### src/hw/rtl/mit_pkg.sv
// ----------------------------------------------------------------------------
// Multichannel interval timer package
// Shared constants and codes for the multichannel interval timer.
// ----------------------------------------------------------------------------
package mit_pkg;

  // Number of measurement channels. The channel field is 4 bits wide.
  localparam int CHANNELS = 16;

  // Field widths.
  localparam int MODE_W    = 2;
  localparam int CHANNEL_W = 4;
  localparam int CAPTURE_W = 16;
  localparam int COUNT_W   = 16;
  localparam int ELAPSED_W = 32;

  // Event codes carried by the mode field.
  localparam logic [MODE_W-1:0] MODE_START = 2'd0;
  localparam logic [MODE_W-1:0] MODE_STOP  = 2'd1;
  localparam logic [MODE_W-1:0] MODE_LAP   = 2'd2;
  localparam logic [MODE_W-1:0] MODE_TICK  = 2'd3;

  typedef logic [COUNT_W-1:0] count_t;

endpackage

### src/hw/rtl/multichannel_interval_timer.sv
// ----------------------------------------------------------------------------
// Multichannel interval timer
// Stopwatch with several channels on a free-running 16-bit capture timer.
// Each channel keeps a start capture and an overflow count; stop and lap
// report (count << 16) + capture - start as a 32-bit two's complement value.
// ----------------------------------------------------------------------------
//
//  Channel  Handshake           Payload
//  -------  ------------------  -------------------------------------
//  input    in_valid/in_stall   mode, channel, capture_value
//  output   out_valid/out_stall elapsed
//
// One beat is accepted per cycle unless the input stalls; its result is in
// the output register in the cycle after acceptance, and every beat gives
// exactly one result beat. The channel state and the elapsed result are
// computed in the same cycle from the incoming beat, so one add and one
// subtract set the cycle time. Synchronous reset clears all start captures
// and overflow counts. The input stalls only while a result waits in the
// output register and the output side stalls.

module multichannel_interval_timer (
  input  logic                             clk,
  input  logic                             rst,
  input  logic                             in_valid,
  output logic                             in_stall,
  input  logic [mit_pkg::MODE_W-1:0]       mode,
  input  logic [mit_pkg::CHANNEL_W-1:0]    channel,
  input  logic [mit_pkg::CAPTURE_W-1:0]    capture_value,
  output logic                             out_valid,
  input  logic                             out_stall,
  output logic signed [mit_pkg::ELAPSED_W-1:0] elapsed
);

  // Per-channel state.
  mit_pkg::count_t start_count    [mit_pkg::CHANNELS];
  mit_pkg::count_t overflow_count [mit_pkg::CHANNELS];

  logic                                accept;
  logic                                channel_ok;
  logic                                is_tick;
  logic                                do_restart;
  logic [mit_pkg::ELAPSED_W-1:0]       span;
  logic [mit_pkg::ELAPSED_W-1:0]       elapsed_next;
  mit_pkg::count_t                     sel_start;
  mit_pkg::count_t                     sel_overflow;

  // Handshake: hold off the input while a result waits and is stalled.
  assign in_stall = out_valid && out_stall;
  assign accept   = in_valid && !in_stall;

  // Decode the event.
  assign is_tick    = (mode == mit_pkg::MODE_TICK);
  assign channel_ok = (32'(channel) < mit_pkg::CHANNELS);
  assign do_restart = accept && channel_ok &&
                      ((mode == mit_pkg::MODE_START) || (mode == mit_pkg::MODE_LAP));

  // Read the addressed channel.
  always_comb begin
    sel_start    = '0;
    sel_overflow = '0;
    for (int i = 0; i < mit_pkg::CHANNELS; i++) begin
      if (32'(channel) == i) begin
        sel_start    = start_count[i];
        sel_overflow = overflow_count[i];
      end
    end
  end

  // Elapsed ticks, taken modulo 2^32.
  assign span = {sel_overflow, {mit_pkg::CAPTURE_W{1'b0}}}
              + {{(mit_pkg::ELAPSED_W-mit_pkg::CAPTURE_W){1'b0}}, capture_value}
              - {{(mit_pkg::ELAPSED_W-mit_pkg::COUNT_W){1'b0}}, sel_start};

  always_comb begin
    elapsed_next = '0;
    if (channel_ok && ((mode == mit_pkg::MODE_STOP) || (mode == mit_pkg::MODE_LAP))) begin
      elapsed_next = span;
    end
  end

  // Channel state update: a tick advances every count, start and lap restart one.
  for (genvar g = 0; g < mit_pkg::CHANNELS; g++) begin : g_chan
    always_ff @(posedge clk) begin
      if (rst) begin
        start_count[g]    <= '0;
        overflow_count[g] <= '0;
      end else if (accept && is_tick) begin
        overflow_count[g] <= overflow_count[g] + mit_pkg::count_t'(1);
      end else if (do_restart && (32'(channel) == g)) begin
        start_count[g]    <= capture_value;
        overflow_count[g] <= '0;
      end
    end
  end

  // Output register.
  always_ff @(posedge clk) begin
    if (rst) begin
      out_valid <= 1'b0;
    end else if (accept) begin
      out_valid <= 1'b1;
    end else if (!out_stall) begin
      out_valid <= 1'b0;
    end
  end

  always_ff @(posedge clk) begin
    if (accept) begin
      elapsed <= elapsed_next;
    end
  end

  // The input stalls only behind a waiting result.
  assert property (@(posedge clk) disable iff (rst) in_stall |-> out_valid)
    else $error("input stalled with no result waiting");

  // Start and tick beats report zero.
  assert property (@(posedge clk) disable iff (rst)
    accept && ((mode == mit_pkg::MODE_START) || (mode == mit_pkg::MODE_TICK))
    |=> out_valid && (elapsed == '0))
    else $error("start or tick reported a nonzero elapsed value");

  // A stop right after a start on the same channel at the same capture gives zero.
  assert property (@(posedge clk) disable iff (rst)
    (accept && (mode == mit_pkg::MODE_START)) ##1
    (accept && (mode == mit_pkg::MODE_STOP) && (channel == $past(channel)) &&
     (capture_value == $past(capture_value)))
    |=> (elapsed == '0))
    else $error("stop after start at the same capture is not zero");

endmodule
### config.mk
export PLATFORM = sky130hd
export DESIGN_NAME = multichannel_interval_timer
export DESIGN_NICKNAME = d
export VERILOG_FILES = /design/src/hw/rtl/mit_pkg.sv /design/src/hw/rtl/multichannel_interval_timer.sv
export SDC_FILE = /design/constraint.sdc
export NUM_CORES = 1
export LEC_CHECK = 0
export ABC_AREA = 1
export BUFFER_PORTS_ARGS = -buffer_cell sky130_fd_sc_hd__buf_4
export CAP_MARGIN = 25
export CORE_UTILIZATION = 43
export CTS_BUF_LIST = sky130_fd_sc_hd__clkbuf_4
export CTS_CLUSTER_SIZE = 30
export DETAILED_ROUTE_END_ITERATION = 10
export GPL_ROUTABILITY_DRIVEN = 0
export PLACE_DENSITY = 0.63
export SLEW_MARGIN = 5
export SYNTH_ARGS = -nofsm -noshare
export SYNTH_HDL_FRONTEND = slang
export SYNTH_SLANG_ARGS = --single-unit
### constraint.sdc
create_clock -name clk -period 8.4 [get_ports clk]
set_clock_uncertainty 0.2 [all_clocks]
set_input_delay 0.84 -clock clk [delete_from_list [all_inputs] [get_ports clk]]
set_output_delay 0.84 -clock clk [all_outputs]
set_load 0.01 [all_outputs]
==> results of run 1 <==
## report_power, final
group / internal, mW / switching [mW] / leakage (nW)
Combinational: 0.161 / 0.405 / 5.23
Sequential: 3.13 / 0.0830 / 5.76
Clock: 1.20 / 1.13 / 1.08
## cell usage in the layout (no fill, tap or decap), types with 31 or more instances in the layout
cell type / instances
nand2_1: 624
nor3b_1: 32
nor2_1: 574
inv_1: 320
o21ai_0: 137
buf_4: 81
ha_1: 35
edfxtp_1: 544
a21oi_1: 224
nand3_1: 128
clkbuf_4: 209
nand4_1: 79
nor3_1: 103
a221oi_1: 31
## layout make-up
class,count,area share (%)
inverter,326,3.95
timing repair buffer,85,2.20
sequential,545,52.7
clock buffer,209,5.05
tap,855,3.45
clock inverter,45,0.766
antenna,2,0.0161
multi-input combinational,2105,31.9
## through the flow
step | power (mW) | util [%] | setup WS [ns]
floorplan | 3.60 | - | 3.25
global placement | 3.81 | 45.3 | 2.42
CTS | 6.16 | 48.1 | 3.37
finish | 6.12 | 48.2 | 3.27
detailed placement | 3.83 | 45.3 | 2.31
global route | 6.38 | 48.2 | 2.79
## worst register-to-register path: cells and delay by family, from the launching register on
kind                     cells  cell delay [ns]
AO/OA/AOI/OAI               10             2.08
adder cells (fa/ha/maj)      2             0.38
buffers and inverters        6             0.42
flip-flops                   1             0.36
AND/OR/NAND/NOR             12             1.04
## cell families after synthesis
kind of cell | Yosys count
and+or+nand+nor | 1604
DFF | 545
AOI/OAI and AO/OA | 447
buffers and inverters | 444
adders and majority gates | 36
xor gates and xnor gates | 18
## worst min-delay path by stage
stage / start / end / slack, ns / cells past startpoint
6_report: capture_value[14] / elapsed[14] / 0.20 / 3
5_1_grt: capture_value[1] / elapsed[1] / 0.15 / 4
4_1_cts: capture_value[1] / elapsed[1] / 0.09 / 4
3_5_place_dp: out_valid / out_valid / 0.28 / 2
3_3_place_gp: out_valid / out_valid / 0.27 / 2
2_1_floorplan: out_valid / out_valid / 0.29 / 2
## metal layers
metal	wire (µm)	share of wire (%)
met5	13	0.018
met3	4400	6.1
met1	32200	44
met4	1920	2.6
met2	34100	47
## state kept, by name, summed over array words and instances (netlist names)
| name | cells |
|---|---|
| overflow_count | 256 |
| start_count | 256 |
| out_valid | 1 |
| elapsed | 32 |
## what timing repair did
action,in CTS,in global routing
hold buffers,2,0
buffers inserted,0,0
hold endpoints to repair,1,0
gates resized for setup,0,0
==> metrics.md, run 1 <==
| Metric | Value |
|---|---|
| MaxCap Viol Count | `0` |
| Vias in the first global route | `21404` |
| Crit path largest cell delay | `roughly 0.74 ns` |
| Yosys reg bits | `around 550` |
| Syn Area/Cell | `approximately 9.0 µm²` |
| Mux cell area share after synthesis | `0%` |
| Initial antenna violation count | `2` |
| First-pass GRT wire length | `115000 µm` |
| Number of CTS-inserted buffers | `~150` |
| Routed Wire Length | `72600 µm` |
| Clock slew seen by the registers of the worst setup and hold paths | `0.07 ns` |
| Critical path capture point type | `flip-flop` |
| Post-synth ARST share | `0%` |
| Placed insts | `around 4000` |
| Starting density of the core | `43.4%` |
| Peak VDD IR | `about 120 µV` |
| WL/cell | `17.4 µm` |
| Most used DFF post-synth | `edfxtp_1` |
| Setup CP Type | `input port to flip-flop` |
| Clk Latency, worst-skew pair | `1.00 ns` |
| Crit path top cell by count | `inv_1` |
| R2R depth | `30` |
| Leakage power | `around 12 nW` |
| M3 GR Usage | `4.66%` |
| Min Tclk post-route | `5.13 ns` |
| Peak Freq | `around 200 MHz` |
| Largest net degree at the start of global routing | `92` |
| Syn_nets | `between 3000 and 4000` |
| Run status | `completed` |
| Detail Route Antenna Nets | `0` |
| RSZ-0062 raised after global routing | `false` |
| Final hold slack | `0.196 ns` |
| Core box area | `0.0643 mm²` |
| Most common cell in the netlist | `nand2_1` |
| Sequential-to-total area share from yosys stat | `58.6%` |
| CP top delay family | `compound AO/OA/AOI/OAI gates` |
| Final Hold Vio Count | `0` |
| Area leader, netlist | `edfxtp_1` |
| Top cells by count, synth | `nand2_1 (624), nor2_1 (585), edfxtp_1 (544)` |
| Final instance area | `0.0310 mm²` |
| Total die area | `0.0660 mm²` |
| Io pins | `60` |
| All-Layer GR Usage | `approximately 22%` |
| Slowest cell on crit path | `nor2_4` |
| Main combinational cell family by area after synthesis | `simple AND/OR/NAND/NOR gates` |
| Vias per cell | `roughly 5.4` |
| Post-Synth XOR/XNOR Area | `0.565%` |
| Fillcell total | `~6000` |
| Placed wire-length estimate | `50200 µm` |
| NumNets Final | `3273` |
| WP data arrival | `approximately 5.6 ns` |
| Worst Path Buf+Inv | `9` |
| Setup TNS | `0 ns` |
| Cell Area, Placed | `a little under 0.03 mm²` |
| Share of the synthesized area in the top cell type | `58.5%` |
| Reg2Reg Launch Point | `start_count[0][0]` |
| Cell Rows | `93` |
| Area occupied by multi-input gates | `0.00989 mm²` |
| Post-route DRC | `0` |
| Num Clock Sinks | `545` |
| FF-to-FF setup slack | `3.60 ns` |
| Synthesis-to-layout area growth | `11.2%` |
| CP startpoint | `channel[3]` |
| Yosys cell types | `47` |
| Reg area | `0.0164 mm²` |
| CTS Root Cell | `clkbuf_4` |
| Final std cells w/o fill | `4172` |
| H-Tree Depth | `4` |
| Mapped cell area | `0.0279 mm²` |
| Busiest metal layer after global routing | `met2` |
| Synthesis warning total | `0` |
| CTS max path bufs | `3` |
| CP Launch Type | `input port` |
| M2 GR Usage | `about 35%` |
| Total stage count of the critical path | `30` |
| Port Buffer Count | `59` |
| Setup-failing EPs final | `0` |
| Worst setup path endpoint | `elapsed[28]` |
| WP data required | `8.88 ns` |
| Least-Margin Pin Slew | `1.02 ns` |
| Die height | `257 µm` |
| Global route total overflow | `0` |
| DR pass1 iterations | `6` |
| Die width | `257 µm` |
| Post-Syn Instances | `approximately 3100` |
| Hold Crit Class | `input port to flip-flop` |
| Worst r2r dst | `elapsed[28]` |
| Simple-gate share of the synthesized area | `24.3%` |
| Fin. max-slew vios | `0` |
| Synth Area in Compound Gates | `8.84%` |
| Post-Synth Adder-Cell Area | `1.64%` |
| Power per Cell Area | `197 mW/mm²` |
| Met1 Use GR | `29.9%` |
| Via Count | `~22000` |
| Main area contributors after synthesis | `edfxtp_1 (59%), nand2_1 (8.4%), nor2_1 (7.9%)` |
| EDFF count, synth | `544` |
| Period Utilization, post-route | `61.0%` |
| CTS tree | `yes` |
| Relative slew slack | `a little under a third` |
| Largest fanout on the critical path | `34` |
| Share of cells above drive strength 1 | `10.6%` |
| Drt first-iter violations | `2126` |
Note: power is estimated with default switching activity, not from simulation.
==> run 2: changes to the inputs <==
Settings changed: PLACE_DENSITY 0.63 to 0.65.
Clock period 8.4 ns to 4.4 ns, I/O delays scaled along.
==> run 2 against run 1 <==
Via count up 0.52%. Hold slack better by 0.054 ns. Non-clock buffer count up 145. Core utilization up 2.1 points. Die area unchanged. Combinational power up 120%. Power up 96%. Clock-buffer cell count up 4. Sequential cell count unchanged. Critical endpoint is now elapsed[20]. Design area up 4.4%. Largest power group unchanged. First-iteration DRC count down 7.8%. Setup slack worse by 3.0 ns.
==> metrics.md, run 2 (same netlist as run 1, synthesis figures left out) <==
| Metric | Value |
|---|---|
| Number of CTS-inserted buffers | `150 (+1.4%)` |
| Sw frac | `26.4% (-0.16 points)` |
| Starting density of the core | `43.4% (unchanged)` |
| Pint | `8.81 mW (+96%)` |
| Min Tclk post-route | `4.15 ns` |
| Largest net degree at the start of global routing | `114 (+24%)` |
| NetSw | `3.15 mW (+94%)` |
| Vias in the first global route | `21486 (+0.38%)` |
| Num Clock Sinks | `545 (unchanged)` |
| Final Hold Vio Count | `0 (unchanged)` |
| Clk Latency, worst-skew pair | `0.96 ns (-0.04 ns)` |
| Setup ws final | `0.254 ns (-3.02 ns)` |
| Die height | `257 µm (unchanged)` |
| Placed insts | `4036 (+3.2%)` |
| Power per Cell Area | `369 mW/mm² (+87%)` |
| CTS tree | `yes` |
| Routed Wire Length | `70300 µm (-3.1%)` |
| Slowest cell on crit path | `edfxtp_1` |
| Cell Rows | `93 (unchanged)` |
| Clk pwr share | `38.3% (about the same)` |
| Top flop regs | `overflow_count: 256 flops, start_count: 256 flops, elapsed: 32 flops` |
| Setup CP Type | `flip-flop to flip-flop` |
| Most common cell after layout, fill and taps aside | `nand2_1` |
| Overall power | `12.0 mW (+96%)` |
| Fin. max-slew vios | `0 (unchanged)` |
| Vias per cell | `5.21 (-2.8%)` |
| DR pass1 iterations | `6 (unchanged)` |
| Hold Crit Class | `input port to flip-flop` |
| Run status | `completed` |
| Port Buffer Count | `59 (unchanged)` |
| Reg area | `0.0164 mm² (unchanged)` |
| Fillcell total | `5920 (-2.0%)` |
| Peak VDD IR | `231 µV (+98%)` |
| Crit path largest cell delay | `0.38 ns (-0.36 ns)` |
| H-Tree Depth | `4 (unchanged)` |
| Final core utilization | `50.4% (+2.1 points)` |
| Cell Area, Placed | `0.0301 mm² (+3.4%)` |
| Setup TNS | `0 ns (unchanged)` |
| Final hold slack | `0.249 ns (+0.0536 ns)` |
| Area occupied by multi-input gates | `0.0101 mm² (+1.7%)` |
| Leakage power | `12.8 nW (+6.4%)` |
| Global route total overflow | `0 (unchanged)` |
| Synthesis-to-layout area growth | `16.1%` |
| WP data arrival | `4.65 ns (-0.96 ns)` |
| Final std cells w/o fill | `4314 (+3.4%)` |
| Share of cells above drive strength 1 | `14.8% (+4.1 points)` |
| Critical path capture point type | `flip-flop` |
| CTS max path bufs | `3 (unchanged)` |
| First-pass GRT wire length | `113000 µm (-2.0%)` |
| Period Utilization, post-route | `94.2%` |
| WP data required | `4.90 ns (-3.98 ns)` |
| Initial antenna violation count | `2 (unchanged)` |
| NumNets Final | `3420 (+4.5%)` |
| WL/cell | `16.3 µm (-6.3%)` |
| CTS Root Cell | `clkbuf_4` |
| Die width | `257 µm (unchanged)` |
| MaxCap Viol Count | `0 (unchanged)` |
| Final instance area | `0.0324 mm² (+4.4%)` |
| Most frequent cells in the layout | `nand2_1 (620), nor2_1 (572), edfxtp_1 (544)` |
| Relative slew slack | `30.7% (-0.91 points)` |
| Detail Route Antenna Nets | `0 (unchanged)` |
| Worst Path Buf+Inv | `5 (-4)` |
| Placed wire-length estimate | `49300 µm (-1.9%)` |
| Peak Freq | `241 MHz` |
| Total die area | `0.0660 mm² (unchanged)` |
| CP top delay family | `compound AO/OA/AOI/OAI gates` |
| RSZ-0062 raised after global routing | `true` |
| All-Layer GR Usage | `21.5% (-0.72 points)` |
| Largest fanout on the critical path | `6 (-82%)` |
| Combinational cell fraction of total power | `10.4% (+1.1 points)` |
| Io pins | `60 (unchanged)` |
| Setup-failing EPs final | `0 (unchanged)` |
| Post-route DRC | `0 (unchanged)` |
| Clock slew seen by the registers of the worst setup and hold paths | `0.06 ns (about the same)` |
| Core box area | `0.0643 mm² (unchanged)` |
| Pre-CTS WS | `-0.692 ns (-3.00 ns)` |
| Sequential Power Share | `51.2% (-1.3 points)` |
| Drt first-iter violations | `1960 (-7.8%)` |
| Least-Margin Pin Slew | `1.04 ns (+0.0136 ns)` |
| CP Launch Type | `flip-flop` |
| Via Count | `22487 (+0.52%)` |
## run 2: cell count changes in the layout (fill, tap and decap cells not counted), moves of 6 or more
cell,change
a221oi_1,-14
dlygate4sd3_1,+22
o21ai_0,-7
a221oi_2,+14
clkinv_2,-7
o21ai_2,+6
buf_4,+121
clkinv_1,-6
## run 2: layout make-up
| class | count | area share (%) |
|---|---|---|
| well taps | 855 | 3.30 |
| clock buffers | 213 | 4.93 |
| multi-input cells | 2105 | 31.0 |
| diodes | 3 | 0.0232 |
| clock inverters | 37 | 0.795 |
| flip-flops and latches | 545 | 50.5 |
| inverters | 326 | 3.78 |
| repair buffers | 230 | 5.67 |
## run 2: path summary, 6_finish.rpt
check,startpoint,to,slack (ns),cells after the start
worst max register to register,start_count[0][16],elapsed[20],0.25,30
worst min-delay path,mode[1],elapsed[1],0.25,5
worst min register to register,overflow_count[1][79],overflow_count[1][79],0.40,1
worst max-delay path,start_count[0][16],elapsed[20],0.25,30
## run 2: tightest hold or removal path, cell delays in order
cell	delay [ns]
buf_4	0.12
inv_1	0.05
ha_1	0.57
nand2_1	0.10
inv_1	0.04
## run 2: power by group through the flow
| stage | sequential (mW) | combinational (mW) | clock (mW) |
|---|---|---|---|
| after CTS | 6.12 | 1.22 | 4.71 |
| final | 6.13 | 1.25 | 4.59 |
| after detailed placement | 6.23 | 1.19 | 0 |
| after floorplan | 6.20 | 0.681 | 0 |
| after global routing | 6.15 | 1.39 | 4.93 |
| after global placement | 6.22 | 1.18 | 0 |
## run 2: timing repair
action,CTS,global route
pin swaps,0,8
buffers inserted,0,1
endpoints found under the hold margin,338,0
hold buffers,24,0
endpoints found under the setup margin,3,20
gates resized for setup,1,35
## run 2: routing by layer
layer | GRT usage, % | part of all wire, % | up-vias
met4 | 7.42 | 2.2 | 0
met5 | 0 | 0 | -
met2 | 33.9 | 46 | 650
li1 | - | - | 11167
met3 | 4.44 | 6.2 | 132
met1 | 29.4 | 45 | 10538
